**config.mk**
```make
export PLATFORM = sky130hd
export DESIGN_NAME = prefixed_number_parser
export DESIGN_NICKNAME = d
export VERILOG_FILES = /design/src/hw/rtl/pnp_pkg.sv /design/src/hw/rtl/prefixed_number_parser.sv
export SDC_FILE = /design/constraint.sdc
export NUM_CORES = 1
export LEC_CHECK = 0
export BUFFER_PORTS_ARGS = -buffer_cell sky130_fd_sc_hd__clkbuf_2
export CORE_MARGIN = 2
export CORE_UTILIZATION = 46
export CTS_BUF_LIST = sky130_fd_sc_hd__clkbuf_2 sky130_fd_sc_hd__clkbuf_4 sky130_fd_sc_hd__clkbuf_8
export DETAILED_ROUTE_END_ITERATION = 16
export PLACE_DENSITY = 0.63
export SLEW_MARGIN = 20
export SYNTH_ARGS = -nofsm -noshare
export SYNTH_HDL_FRONTEND = slang
export SYNTH_SLANG_ARGS = --single-unit
```
**constraint.sdc**
```tcl
create_clock -name clock -period 5.56 [get_ports clock]
set_input_delay 0.834 -clock clock [delete_from_list [all_inputs] [get_ports clock]]
set_output_delay 0.834 -clock clock [all_outputs]
set_load 0.02 [all_outputs]
```
**src/hw/rtl/pnp_pkg.sv**
```systemverilog
// ----------------------------------------------------------------------------
// pnp_pkg
// Types, character codes and digit helpers for the prefixed number parser.
// ----------------------------------------------------------------------------
package pnp_pkg;

   // Parse phase
   typedef enum logic [2:0] {
      PH_LEAD    = 3'd0,
      PH_ZERO    = 3'd1,
      PH_DIGITS  = 3'd2,
      PH_TRAIL   = 3'd3,
      PH_SWALLOW = 3'd4
   } phase_type;

   // Number base as reported in base_used
   typedef enum logic [1:0] {
      RAD_DEC = 2'd0,
      RAD_OCT = 2'd1,
      RAD_HEX = 2'd2
   } radix_type;

   // Result status
   typedef enum logic [1:0] {
      ST_OK      = 2'd0,
      ST_MISSING = 2'd1,
      ST_ILLEGAL = 2'd2,
      ST_GARBAGE = 2'd3
   } status_type;

   localparam logic [7:0] CH_NUL   = 8'h00;
   localparam logic [7:0] CH_LF    = 8'h0A;
   localparam logic [7:0] CH_TAB   = 8'h09;
   localparam logic [7:0] CH_SPACE = 8'h20;
   localparam logic [7:0] CH_ZERO  = 8'h30;
   localparam logic [7:0] CH_LOW_X = 8'h78;
   localparam logic [7:0] CH_UP_X  = 8'h58;

   localparam logic [4:0] NO_DIGIT = 5'd16;

   localparam int CHAR_WIDTH = 8;
   localparam int RSP_WIDTH  = 40;   // value, status, base_used, bad_digit

   // Digit value 0..15, or NO_DIGIT for any other character
   function automatic logic [4:0] digit_value(input logic [7:0] c);
      logic [4:0] d;
      d = NO_DIGIT;
      if (c >= 8'h30 && c <= 8'h39) begin
         d = 5'(c - 8'h30);
      end else if (c >= 8'h61 && c <= 8'h66) begin
         d = 5'(c - 8'h57);
      end else if (c >= 8'h41 && c <= 8'h46) begin
         d = 5'(c - 8'h37);
      end
      return d;
   endfunction

   function automatic logic [4:0] radix_base(input radix_type r);
      logic [4:0] b;
      case (r)
         RAD_HEX: b = 5'd16;
         RAD_OCT: b = 5'd8;
         default: b = 5'd10;
      endcase
      return b;
   endfunction

endpackage

```
**src/hw/rtl/prefixed_number_parser.sv**
```systemverilog
// ----------------------------------------------------------------------------
// prefixed_number_parser
// Character-stream parser for unsigned C-style literals (decimal, 0 octal,
// 0x hex) with leading/trailing blank skipping and error reporting.
// ----------------------------------------------------------------------------
//
//  channel | direction | tdata fields (lsb first)                  | bits
//  --------+-----------+-------------------------------------------+-----
//  req_    | in        | char_code[7:0]                            |  8
//  rsp_    | out       | value[31:0] status[33:32] base_used[35:34]|
//          |           | bad_digit[39:36]                          | 40
//
// One character per cycle sustained unless a terminator stalls. A character
// is held in the input register, then the parse state and (on NUL or LF)
// the result register are updated from it. Only a terminator can stall,
// and only while the result register still holds an untaken result;
// ordinary characters pass regardless. Reset (synchronous, active high)
// rearms the parser and empties both registers.
//
module prefixed_number_parser
   import pnp_pkg::*;
#(
   parameter int VALUE_WIDTH = 32
) (
   input  logic                  clock,
   input  logic                  reset,

   input  logic                  req_tvalid,
   output logic                  req_tready,
   input  logic [CHAR_WIDTH-1:0] req_tdata,    // char_code[7:0]

   output logic                  rsp_tvalid,
   input  logic                  rsp_tready,
   output logic [RSP_WIDTH-1:0]  rsp_tdata     // value, status, base_used, bad_digit
);

   localparam int EXT_WIDTH = (VALUE_WIDTH > 32) ? VALUE_WIDTH : 32;

   // input register
   logic                  in_valid_ff, in_valid_in;
   logic [CHAR_WIDTH-1:0] in_char_ff;

   // parse state
   phase_type              phase_ff, phase_in;
   radix_type              radix_ff, radix_in;
   logic [VALUE_WIDTH-1:0] acc_ff, acc_in;
   status_type             err_ff, err_in;
   logic [3:0]             off_ff, off_in;

   // result register
   logic                 rsp_valid_ff, rsp_valid_in;
   logic [RSP_WIDTH-1:0] rsp_data_ff, rsp_data_in;

   logic is_term;
   logic advance;

   assign is_term = (in_char_ff == CH_NUL) || (in_char_ff == CH_LF);

   // a terminator needs room in the result register; other characters never wait
   assign advance    = in_valid_ff && (!is_term || !rsp_valid_ff || rsp_tready);
   assign req_tready = !in_valid_ff || advance;
   assign in_valid_in = (req_tvalid && req_tready) || (in_valid_ff && !advance);

   always_ff @(posedge clock) begin
      if (reset) begin
         in_valid_ff <= 1'b0;
      end else begin
         in_valid_ff <= in_valid_in;
      end
      if (req_tvalid && req_tready) begin
         in_char_ff <= req_tdata;
      end
   end

   // next parse state and result
   always_comb begin
      logic                   blank;
      logic                   done;
      logic [4:0]             d;
      logic [4:0]             base;
      logic [VALUE_WIDTH-1:0] mac;
      logic [EXT_WIDTH-1:0]   acc_ext;
      logic [31:0]            value;
      status_type             status;
      radix_type              base_used;
      logic [3:0]             bad;

      phase_in = phase_ff;
      radix_in = radix_ff;
      acc_in   = acc_ff;
      err_in   = err_ff;
      off_in   = off_ff;
      done     = 1'b0;
      blank    = (in_char_ff == CH_SPACE) || (in_char_ff == CH_TAB);
      d        = digit_value(in_char_ff);

      // result fields for a terminator
      acc_ext   = EXT_WIDTH'(acc_ff);
      value     = 32'd0;
      status    = ST_OK;
      base_used = radix_ff;
      bad       = 4'd0;
      if (phase_ff == PH_LEAD) begin
         status    = ST_MISSING;
         base_used = RAD_DEC;
      end else if (phase_ff == PH_SWALLOW) begin
         status = err_ff;
         if (err_ff == ST_ILLEGAL) begin
            bad = off_ff;
         end
      end else begin
         value = acc_ext[31:0];
      end
      rsp_data_in = {bad, base_used, status, value};

      // prefix handling
      if (phase_ff == PH_LEAD) begin
         if (blank) begin
            done = 1'b1;
         end else if (in_char_ff == CH_ZERO) begin
            phase_in = PH_ZERO;
            done     = 1'b1;
         end else begin
            radix_in = RAD_DEC;
            phase_in = PH_DIGITS;
         end
      end else if (phase_ff == PH_ZERO) begin
         if (in_char_ff == CH_LOW_X || in_char_ff == CH_UP_X) begin
            radix_in = RAD_HEX;
            phase_in = PH_DIGITS;
            done     = 1'b1;
         end else begin
            radix_in = RAD_OCT;
            phase_in = PH_DIGITS;
         end
      end

      // acc * base + digit, base is 8, 10 or 16
      base = radix_base(radix_in);
      case (radix_in)
         RAD_HEX: mac = acc_ff << 4;
         RAD_OCT: mac = acc_ff << 3;
         default: mac = (acc_ff << 3) + (acc_ff << 1);
      endcase
      mac = mac + VALUE_WIDTH'(d[3:0]);

      if (!done && phase_in == PH_DIGITS) begin
         if (d != NO_DIGIT) begin
            if (d >= base) begin
               err_in   = ST_ILLEGAL;
               off_in   = d[3:0];
               phase_in = PH_SWALLOW;
            end else begin
               acc_in = mac;
            end
            done = 1'b1;
         end else begin
            phase_in = PH_TRAIL;
         end
      end

      if (!done && phase_in == PH_TRAIL && !blank) begin
         err_in   = ST_GARBAGE;
         phase_in = PH_SWALLOW;
      end

      // a terminator rearms the parser
      if (is_term) begin
         phase_in = PH_LEAD;
         radix_in = RAD_DEC;
         acc_in   = '0;
         err_in   = ST_OK;
         off_in   = 4'd0;
      end
   end

   always_ff @(posedge clock) begin
      if (reset) begin
         phase_ff <= PH_LEAD;
         radix_ff <= RAD_DEC;
         acc_ff   <= '0;
         err_ff   <= ST_OK;
         off_ff   <= 4'd0;
      end else if (advance) begin
         phase_ff <= phase_in;
         radix_ff <= radix_in;
         acc_ff   <= acc_in;
         err_ff   <= err_in;
         off_ff   <= off_in;
      end
   end

   // result register: loads on a terminator, empties when taken
   always_comb begin
      rsp_valid_in = rsp_valid_ff && !rsp_tready;
      if (advance && is_term) begin
         rsp_valid_in = 1'b1;
      end
   end

   always_ff @(posedge clock) begin
      if (reset) begin
         rsp_valid_ff <= 1'b0;
      end else begin
         rsp_valid_ff <= rsp_valid_in;
      end
      if (advance && is_term) begin
         rsp_data_ff <= rsp_data_in;
      end
   end

   assign rsp_tvalid = rsp_valid_ff;
   assign rsp_tdata  = rsp_data_ff;

endmodule
```
# Yosys cells after proc, flatten, opt, wreduce, memory -nomap -nowiden
# Cells that the tools add are included.
# word_totals
ff_bits,93
out_inout_bits,42
word_cells,123
input_bits,12
# op_classes
reduce_logical,40
n_bitwise,2
eq_ne,15
n_lt_le_gt_ge,7
muxes,42
addsub,5
# ops
operator,count
$mux W32,4
$pmux W32 S2,1
$add A32 B32 Y32,1
$add A32 B4 Y32,1
$mux W2,12
$mux W3,8
$eq A8 B4 Y1 const B,2
$eq A8 B6 Y1 const B,2
$eq A8 B7 Y1 const B,2
$ge A8 B7 Y1 const B,2
$le A8 B7 Y1 const B,2
$mux W4,4
$mux W5,3
$sub A5 B5 Y5 const B,3
$reduce_and A4 Y1,3
$logic_and A1 B1 Y1,11
$pmux W5 S2,1
$mux W1,9
$reduce_bool A3 Y1,3
$ge A8 B6 Y1 const B,1
$le A8 B6 Y1 const B,1
$logic_not A1 Y1,8
$logic_not A8 Y1,1
$logic_or A1 B1 Y1,7
13 further kinds,19

# Depth between registers and ports, before layout
# Gate-level depths: netlist of the first run.
# depth
ltp_word,16
ltp_mapped,30

# Least setup slack after synthesis of the first run
# No wires, ideal clock.
# synth_path
path_type,register to register
from,register in_char_ff[7]
to,register acc_ff[31]
setup_slack_ns,-0.538
arrival_time_ns,5.981
period_less_slack_ns,6.098
setup_ns,0.117
stages_incl_launch_ff,29
cell_sequence,edfxtp_1 -> or4_1 -> or3_1 -> a21oi_1 -> nand2b_1 -> nand2_1 -> o21ai_0 -> inv_1 -> ha_1 -> clkbuf_8 -> buf_2 -> buf_2 -> buf_1 -> buf_6 -> buf_6 -> clkbuf_1 -> and2_1 -> ha_1 -> inv_1 -> fa_1 -> nor2b_1 -> o211a_1 -> nor2b_1 -> nand4b_1 -> nor3_2 -> nor4b_4 -> nand4_1 -> xor2_1 -> a22o_1
# synth_via
elab_chain_len,12
# synth_lines
item,line_no,rtl
from (decl),prefixed_number_parser.sv:41,logic [CHAR_WIDTH-1:0] in_char_ff;
from (signal assigned),prefixed_number_parser.sv:71,in_char_ff <= req_tdata;
$eq A8 B7 Y1,prefixed_number_parser.sv:128,if (in_char_ff == CH_LOW_X || in_char_ff == CH_UP_X) begin
$logic_or A1 B1 Y1,prefixed_number_parser.sv:128,
$mux W2,prefixed_number_parser.sv:128,
$mux W2,prefixed_number_parser.sv:127,end else if (phase_ff == PH_ZERO) begin
$mux W2,prefixed_number_parser.sv:117,if (phase_ff == PH_LEAD) begin
$eq A2 B1 Y1 / $eq A2 B2 Y1 (equally long branches),"pnp_pkg.sv:60, prefixed_number_parser.sv:140",
$pmux W32 S2,prefixed_number_parser.sv:140,case (radix_in)
$add A32 B4 Y32,prefixed_number_parser.sv:145,mac = mac + VALUE_WIDTH'(d[3:0]);
$mux W32,prefixed_number_parser.sv:149,if (d >= base) begin
$mux W32,prefixed_number_parser.sv:148,if (d != NO_DIGIT) begin
$mux W32,prefixed_number_parser.sv:147,if (!done && phase_in == PH_DIGITS) begin
$mux W32,prefixed_number_parser.sv:168,if (is_term) begin
to (signal assigned),prefixed_number_parser.sv:187,acc_ff <= acc_in;
to (decl),prefixed_number_parser.sv:46,"logic [VALUE_WIDTH-1:0] acc_ff, acc_in;"
# Several ways; a longest one is shown, not always the timed one. The select of a mux whose other input is x is not followed.
# A chain may end at the register's enable or synchronous reset.

# Worst setup path in the final report of the first run
# Ends and elaborated chain as after synthesis.

==> flow_metrics.tcl, run 1 <==
set metrics [dict create \
    r2r_end "acc_ff[31]" \
    die_w_um 128 \
    viasPerCell 6.16 \
    clock.fmax_ghz 0.190 \
    p_sw_frac 0.249 \
    grt_overflow 0 \
    synthAdderAreaFrac 0.0786 \
    grt_pass1_wl_um 31300 \
    rsz0062_at_grt "no" \
    dp_hpwl_um 14000 \
    synth_warnings 0 \
    postCtsSetupBuffers 0 \
    ys_seq_area_frac 0.333 \
    gp_congestion 0.941 \
    tightestPinTransition_ps 985 \
    coreArea_mm2 0.0151 \
    worstReg2RegStart "in_char_ff[7]" \
    p_switching_uw 312 \
    muxShareOfSynthArea 0.0124 \
    crit_type "reg -> reg" \
    diodes 0 \
    clockRootBuffer "clkbuf_8" \
    synthFlopType "edfxtp_1" \
    route.vias.total 6381 \
    place_inst 1020 \
    route.met3.wl_um 791 \
    grt_pass1_vias 6156 \
    seqPwrFrac 0.585 \
    pwr-share-clk 0.329 \
    ff2ff_path_depth 21 \
    syn_inst 809 \
    fin_crit_sh 0.946 \
    ys_seq_elements 93 \
    cp_cell_sequence "or4_4 > or3_4 > a21oi_2 > nand2b_1 > nand2_1 > o21ai_2 > inv_1 > ha_4 > and2_1 > ha_1 > inv_1 > fa_1 > nor2b_1 > o211a_1 > nor2b_1 > nand4b_1 > nor3_4 > nor4b_4 > nand4_1 > xor2_1 > a22o_1" \
    combPwrFrac 0.086 \
    fin_setup_tns_ps 0 \
    slowest_delay_ps 570 \
    cts_buffers 9 \
    hold_buffers 0 \
    cts-htree-levels 3 \
    setup_viol 0 \
    dieArea_mm2 0.0163 \
    top_layer_used "met4" \
    r2r_slack_ps 300 \
    fin_nets 898 \
    crit_slowest_cell "or4_4" \
    leakage_nw 2.70 \
    synth_cell_types 83 \
    avgSynthCellArea_um2 8.70 \
    async_reset_ff_frac 0 \
    max-vdd-ir-drop_mv 0.0896 \
    cts_buffer_depth 2 \
    synthToLayoutAreaGrowth_pct 7.82 \
    port_buffers 53 \
    cp-start-kind "flip-flop" \
    synth_edf_count 48 \
    final-hold-violation-count 0 \
    initial_core_util 0.467 \
    slew_headroom 0.342 \
    dr.pass1.iters 4 \
    fin_cells 1036 \
    synth-xor-area-share 0.0398 \
    critical_path_required_ps 5820 \
    hp-class "reg -> reg" \
    min_period_ps 5260 \
    synthesis.nets 864 \
    grtUsageTotal 0.236 \
    mostFrequentLayoutCells "75 x nand2_1, 75 x a21oi_1, 63 x nor2_1, 53 x clkbuf_2, 48 x edfxtp_1" \
    final_layout_size_suffix_gt1_frac 0.127 \
    status "completed" \
    crit_fanout 21 \
    intPower_uw 945 \
    wl_met1_um 9160 \
    arrival_ps 5520 \
    drv_slew 0 \
    rows 45 \
    synth_compound_area_frac 0.247 \
    drtIter0Drc 524 \
    post_drt_wl_per_cell_um 18.3 \
    ant_nets 0 \
    cts_sinks 93 \
    clk_pin_slew_worst_paths_ps 90 \
    wl_met2_um 8560 \
    powerDensity_mw_per_mm2 166 \
    crit_path_end_kind "flip-flop" \
    ctsResizeCount 0 \
    startpoint "in_char_ff[7]" \
    routed_wl_um 19000 \
    io-pin-count 54 \
    grt_max_degree 51 \
    fillCellCount 1445 \
    synth-simple-area-share 0.241 \
    die_h_um 128 \
    crit_end "acc_ff[31]" \
    clock_latency_ps 370 \
    antenna_found_initial 0 \
    drc 0 \
    cts_tree "done" \
    skew_ps 11.4 \
    syn_area_mm2 0.00704 \
    cap_violations 0 \
    synth_top_family_by_area "compound AO/OA/AOI/OAI gates" \
]
kinds of logic after synthesis:
group,Yosys count
AO/OA/AOI/OAI,251
XOR/XNOR,32
multiplexers,8
flip-flops,93
AND/OR/NAND/NOR,317
adder cells (fa/ha/maj),43
buffers and inverters,65
Yosys cell counts, types with 6 or more instances:
library cell  instances  area share
a211oi_1             12       0.013
a21o_1                6      0.0064
a21oi_1              76       0.054
a221oi_1             17       0.021
a22o_1               10       0.012
a22oi_1               9      0.0096
a31oi_1              12       0.011
and2_1                6      0.0053
and3_1               10      0.0089
buf_6                 7       0.011
clkbuf_1             19       0.010
dfxtp_1              45        0.13
edfxtp_1             48        0.20
ha_1                 41       0.073
inv_1                26       0.014
nand2_1              75       0.040
nand2b_1              7      0.0062
nand3_1              35       0.025
nand4_1              12       0.011
nor2_1               64       0.034
nor2b_1              39       0.035
nor3_1               17       0.012
o2111ai_1             7      0.0087
o211ai_1              8      0.0085
o21a_1                6      0.0064
o21ai_0              35       0.025
or3_1                 8      0.0071
xnor2_1              17       0.021
xor2_1               15       0.019
area by class of cell:
type | count | area [um2] | area share
flip-flops and latches | 93 | 2340 | 0.309
clock inverters | 5 | 33.8 | 0.00445
inverters | 27 | 101 | 0.0134
clock buffers | 11 | 145 | 0.0191
multi-input cells | 651 | 4390 | 0.579
repair buffers | 61 | 338 | 0.0445
well taps | 188 | 235 | 0.0310
critical path, delay by kind of cell, from the launching register on:
kind / cells / cell delay (ps)
XOR/XNOR: 1 / 190
AND/OR/NAND/NOR: 11 / 2700
AO/OA/AOI/OAI: 4 / 710
flip-flops: 1 / 450
adder cells (fa/ha/maj): 3 / 950
buffers and inverters: 2 / 160
state kept, by name, summed over array words and instances, names as in the netlist, 2 cells and up:
signal      count
acc_ff         32
err_ff          2
in_char_ff      8
off_ff          4
phase_ff        3
radix_ff        2
rsp_tdata      40
layer usage:
metal,vias up,GRT usage
li1,3132,-
met1,3028,0.330
met2,187,0.372
met3,34,0.0330
met4,0,0.0892
met5,-,0
stage by stage:
step                hold WS (ps)  total power [mW]   util  area (um2)  worst slack (ps)
floorplan                    433             0.832      -        7090              6.03
global placement             458             0.855  0.491        7410               486
detailed placement           470             0.858  0.491        7410               336
CTS                          492              1.27  0.503        7580               306
global route                 530              1.31  0.503        7590              13.0
finish                       488              1.26  0.503        7590               301
worst min path at each step:
stage,start,end,slack (ps),cells past startpoint
after floorplan,err_ff[1],err_ff[1],430,2
final,err_ff[1],err_ff[1],490,2
after detailed placement,err_ff[1],err_ff[1],470,2
after global placement,err_ff[1],err_ff[1],460,2
after global routing,acc_ff[31],acc_ff[31],530,1
after CTS,err_ff[1],err_ff[1],490,2
power by group through the flow:
stage	registers, mW	logic (mW)	clock network, mW
3_3_place_gp	0.750	0.105	0
5_1_grt	0.737	0.121	0.452
4_1_cts	0.735	0.108	0.425
2_1_floorplan	0.747	0.0847	0
3_5_place_dp	0.751	0.107	0
6_report	0.736	0.109	0.413
No activity file was read; power rests on OpenSTA's default activity.
==> run 2, diff against run 1 <==
- CELL_PAD_IN_SITES_DETAIL_PLACEMENT: not set -> 1
- CELL_PAD_IN_SITES_GLOBAL_PLACEMENT: not set -> 1
- CORE_UTILIZATION: 46 -> 44
- CTS_CLUSTER_DIAMETER: not set -> 150
- PLACE_DENSITY: 0.63 -> 0.77
==> flow_metrics.tcl, run 2 (synthesis gave the netlist of run 1 again) <==
set metrics [dict create \
    fillCellCount 1924 \
    arrival_ps 5490 \
    grtUsageTotal 0.262 \
    synthToLayoutAreaGrowth_pct 9.85 \
    clock_latency_ps 370 \
    routed_wl_um 22300 \
    route.vias.total 6686 \
    drv_slew 0 \
    fin_util 0.490 \
    final_layout_size_suffix_gt1_frac 0.137 \
    cts_buffers 9 \
    wl_met2_um 11000 \
    die_w_um 130 \
    cap_violations 0 \
    port_buffers 53 \
    dr.pass1.iters 5 \
    fin_area_mm2 0.00773 \
    skew_ps 7.66 \
    antenna_found_initial 0 \
    grt_overflow 0 \
    crit_fanout 15 \
    place_area_mm2 0.00746 \
    min_period_ps 5220 \
    drc 0 \
    drtIter0Drc 570 \
    worstReg2RegStart "in_char_ff[7]" \
    fin_crit_sh 0.940 \
    diodes 0 \
    fin_setup_tns_ps 0 \
    crit_end "acc_ff[31]" \
    crit_type "reg -> reg" \
    fin_nets 905 \
    die_h_um 130 \
    clockRootBuffer "clkbuf_8" \
    viasPerCell 6.24 \
    cts_buffer_depth 2 \
    top_layer_used "met4" \
    route.met3.wl_um 1030 \
    pre_cts_slack_ps 165 \
    status "completed" \
    largest_reg_flops 40 \
    critical_path_required_ps 5820 \
    grt_pass1_vias 6699 \
    multi_input_area_mm2 0.00440 \
    leakage_nw 2.75 \
    r2r_slack_ps 340 \
    r2r_end "acc_ff[31]" \
    hp-class "reg -> reg" \
    ant_nets 0 \
    ff2ff_path_depth 18 \
    setup_viol 0 \
    initial_core_util 0.446 \
    grt_max_degree 46 \
    post_drt_wl_per_cell_um 20.8 \
    hold_start "off_ff[1]" \
    cts_tree "done" \
    powerDensity_mw_per_mm2 175 \
    mostFrequentLayoutCells "75 x nand2_1, 75 x a21oi_1, 63 x nor2_1, 53 x clkbuf_2, 48 x edfxtp_1" \
    finalWorstSetupSlack_ps 335 \
    cts_sinks 93 \
    startpoint "in_char_ff[7]" \
    dieArea_mm2 0.0170 \
    wl_met1_um 9870 \
    grt_pass1_wl_um 35300 \
    rows 46 \
    regArea_mm2 0.00234 \
    clk_pin_slew_worst_paths_ps 90 \
    cts-htree-levels 3 \
    max-vdd-ir-drop_mv 0.109 \
    clock.fmax_ghz 0.191 \
    io-pin-count 54 \
    rsz0062_at_grt "no" \
    crit_path_end_kind "flip-flop" \
    coreArea_mm2 0.0158 \
    tightestPinTransition_ps 755 \
    slew_headroom 0.491 \
    gp_congestion 0.914 \
    cp-start-kind "flip-flop" \
    dp_hpwl_um 17000 \
    final-hold-violation-count 0 \
]
-- run 2: changes by cell type in the layout (fill, tap and decap cells not counted) --
cell        change
buf_4           +6
clkinvlp_4      +1
clkbuf_4        -1
clkinv_4        +1
a221oi_1        -1
bufinv_16       +2
a221oi_2        +1
inv_6           -1
clkinv_1        -1
-- run 2: layout make-up --
| cell class | count | area share |
|---|---|---|
| multi-input cells | 651 | 0.569 |
| flip-flops and latches | 93 | 0.303 |
| repair buffers | 68 | 0.0513 |
| well taps | 216 | 0.0350 |
| clock buffers | 9 | 0.0160 |
| inverters | 27 | 0.0131 |
| clock inverters | 7 | 0.0126 |
-- run 2: worst min path at each step --
stage                      to  cells past startpoint
detailed placement  off_ff[1]                      2
global placement    err_ff[1]                      2
CTS                 off_ff[1]                      2
global route        off_ff[1]                      2
floorplan           err_ff[1]                      2
finish              off_ff[1]                      2
-- run 2: worst max-delay path: stages (launching register included) --
cell	delay [ps]
edfxtp_1	450
or4_4	580
or3_4	400
a21oi_2	210
nand2b_1	190
nand2_1	90
o21ai_2	90
inv_1	90
ha_4	340
buf_4	140
inv_1	120
buf_4	230
or4b_2	640
o211ai_1	360
nand3_1	270
nor4b_4	350
nand4_1	150
xor2_1	180
a22o_1	220
-- run 2: where the power goes --
group / total, mW / leakage [nW] / switching, mW / internal, mW
registers: 0.737 / 0.813 / 0.0126 / 0.724
clock network: 0.497 / 0.106 / 0.242 / 0.254
logic: 0.117 / 1.83 / 0.0751 / 0.0416
-- run 2: routing by layer --
metal  vias to the layer above  global-route usage
met2                       171               0.450
met3                        25              0.0269
met1                      3343               0.350
li1                       3147                   -
met4                         0              0.0807
met5                         -                   0
-- run 2: timing repair --
action | in CTS | in global routing
endpoints found under the setup margin | 0 | 7
hold buffers | 0 | 0
setup buffers | 0 | 5
resized for setup | 0 | 2
-- run 2: through the flow --
step	power, mW	hold slack (ps)	cells
global placement	0.855	460	1050
global route	1.40	525	1071
finish	1.35	499	1071
detailed placement	0.864	477	1050
CTS	1.35	500	1066
floorplan	0.832	433	809
==> run 3, diff against run 2 <==
- PLACE_DENSITY: 0.77 -> not set
- PLACE_DENSITY_LB_ADDON: not set -> 0.12
==> flow_metrics.tcl, run 3 (synthesis gave the netlist of run 1 again) <==
set metrics [dict create \
    postCtsSetupBuffers 0 \
    max-vdd-ir-drop_mv 0.107 \
    setup_viol 0 \
    largest_reg_flops 40 \
    cp_cell_sequence "or4_4 > or3_4 > a21oi_2 > nand2b_1 > nand2_1 > o21ai_2 > inv_1 > ha_4 > and2_1 > ha_1 > inv_1 > fa_1 > nor2b_1 > o211a_1 > nor2b_1 > nand4b_1 > nor3_4 > nor4b_4 > nand4_1 > xor2_1 > a22o_1" \
    drtIter0Drc 434 \
    grt_pass1_vias 6477 \
    ctsResizeCount 0 \
    cts_tree "done" \
    rows 46 \
    fin_crit_sh 0.940 \
    rsz0062_at_grt "no" \
    arrival_ps 5490 \
    hold_buffers 0 \
    antenna_found_initial 0 \
    whs_ps 482 \
    cts_buffer_depth 2 \
    drc 0 \
    min_period_ps 5230 \
    fin_nets 904 \
    gp_congestion 0.928 \
    coreArea_mm2 0.0158 \
    mostFrequentLayoutCells "75 x nand2_1, 75 x a21oi_1, 63 x nor2_1, 53 x clkbuf_2, 48 x edfxtp_1" \
    crit_slowest_cell "or4_4" \
    cts_sinks 93 \
    cts_buffers 9 \
    cp-start-kind "flip-flop" \
    cts-htree-levels 3 \
    seqPwrFrac 0.544 \
    grt_max_degree 35 \
    p_sw_frac 0.246 \
    p_switching_uw 333 \
    fin_util 0.488 \
    clk_pin_slew_worst_paths_ps 90 \
    viasPerCell 6.16 \
    die_h_um 130 \
    place_inst 1051 \
    leakage_nw 2.74 \
    grt_pass1_wl_um 34400 \
    tightestPinTransition_ps 771 \
    slowest_delay_ps 580 \
    powerDensity_mw_per_mm2 176 \
    port_buffers 53 \
    finalWorstSetupSlack_ps 332 \
    diodes 0 \
    fin_setup_tns_ps 0 \
    status "completed" \
    grtUsageTotal 0.254 \
    dp_hpwl_um 16300 \
    clock_latency_ps 370 \
    critical_path_required_ps 5820 \
    fin_cells 1070 \
    route.vias.total 6591 \
    initial_core_util 0.446 \
    final-hold-violation-count 0 \
    crit_type "reg -> reg" \
    crit_fanout 14 \
    clock.fmax_ghz 0.191 \
    combPwrFrac 0.084 \
    die_w_um 130 \
    synthToLayoutAreaGrowth_pct 9.30 \
    routed_wl_um 21700 \
    skew_ps 10.4 \
    final_layout_size_suffix_gt1_frac 0.132 \
    pwr-share-clk 0.372 \
    cap_violations 0 \
    pre_cts_slack_ps 212 \
    dr.pass1.iters 4 \
    post_drt_wl_per_cell_um 20.3 \
    io-pin-count 54 \
    slew_headroom 0.480 \
    clockRootBuffer "clkbuf_8" \
    crit_path_end_kind "flip-flop" \
    intPower_mw 1.02 \
    grt_overflow 0 \
    drv_slew 0 \
    hp-class "reg -> reg" \
    dieArea_mm2 0.0170 \
    ant_nets 0 \
]
[run 3: changes by cell type in the layout (fill, tap and decap cells not counted), sizes merged]
cell	before	now
clkbuf	63	62
clkinvlp	2	1
inv	28	29
[run 3: worst paths after layout]
path | end | startpoint | cells past startpoint | slack (ps)
setup reg to reg | acc_ff[31] | in_char_ff[7] | 21 | 330
hold / removal | err_ff[1] | err_ff[1] | 2 | 480
hold reg to reg | err_ff[1] | err_ff[1] | 2 | 480
setup / recovery | acc_ff[31] | in_char_ff[7] | 21 | 330
[run 3: critical path, delay by kind of cell (launching register included)]
kind,cells,cell delay (ps)
AND/OR/NAND/NOR,11,2680
adder cells (fa/ha/maj),3,940
AO/OA/AOI/OAI,4,710
flip-flops,1,450
XOR/XNOR,1,180
buffers and inverters,2,160
[run 3: power groups by stage]
stage               Clock (mW)  Combinational [mW]  Sequential [mW]
finish                   0.503               0.114            0.736
global route             0.532               0.124            0.738
CTS                      0.509               0.112            0.736
detailed placement           0               0.111            0.752
global placement             0               0.106            0.750
floorplan                    0              0.0847            0.747
[run 3: per-layer routing]
layer	vias up	GRT usage	wire length, um
li1	3153	-	-
met1	3239	0.359	10400
met2	174	0.417	10100
met3	25	0.0163	850
met4	0	0.0763	384
met5	-	0	0
[run 3: stage by stage]
stage | cell area (um2) | total power [mW]
CTS | 7670 | 1.36
floorplan | 7090 | 0.832
global placement | 7450 | 0.856
detailed placement | 7450 | 0.863
finish | 7690 | 1.35
global route | 7690 | 1.39
[run 3: cell type report]
type,count,area [um2]
clock inverters,7,96.3
repair buffers,67,370
flip-flops and latches,93,2340
clock buffers,9,124
inverters,27,101
well taps,216,270
multi-input cells,651,4390
fillers,1922,8080
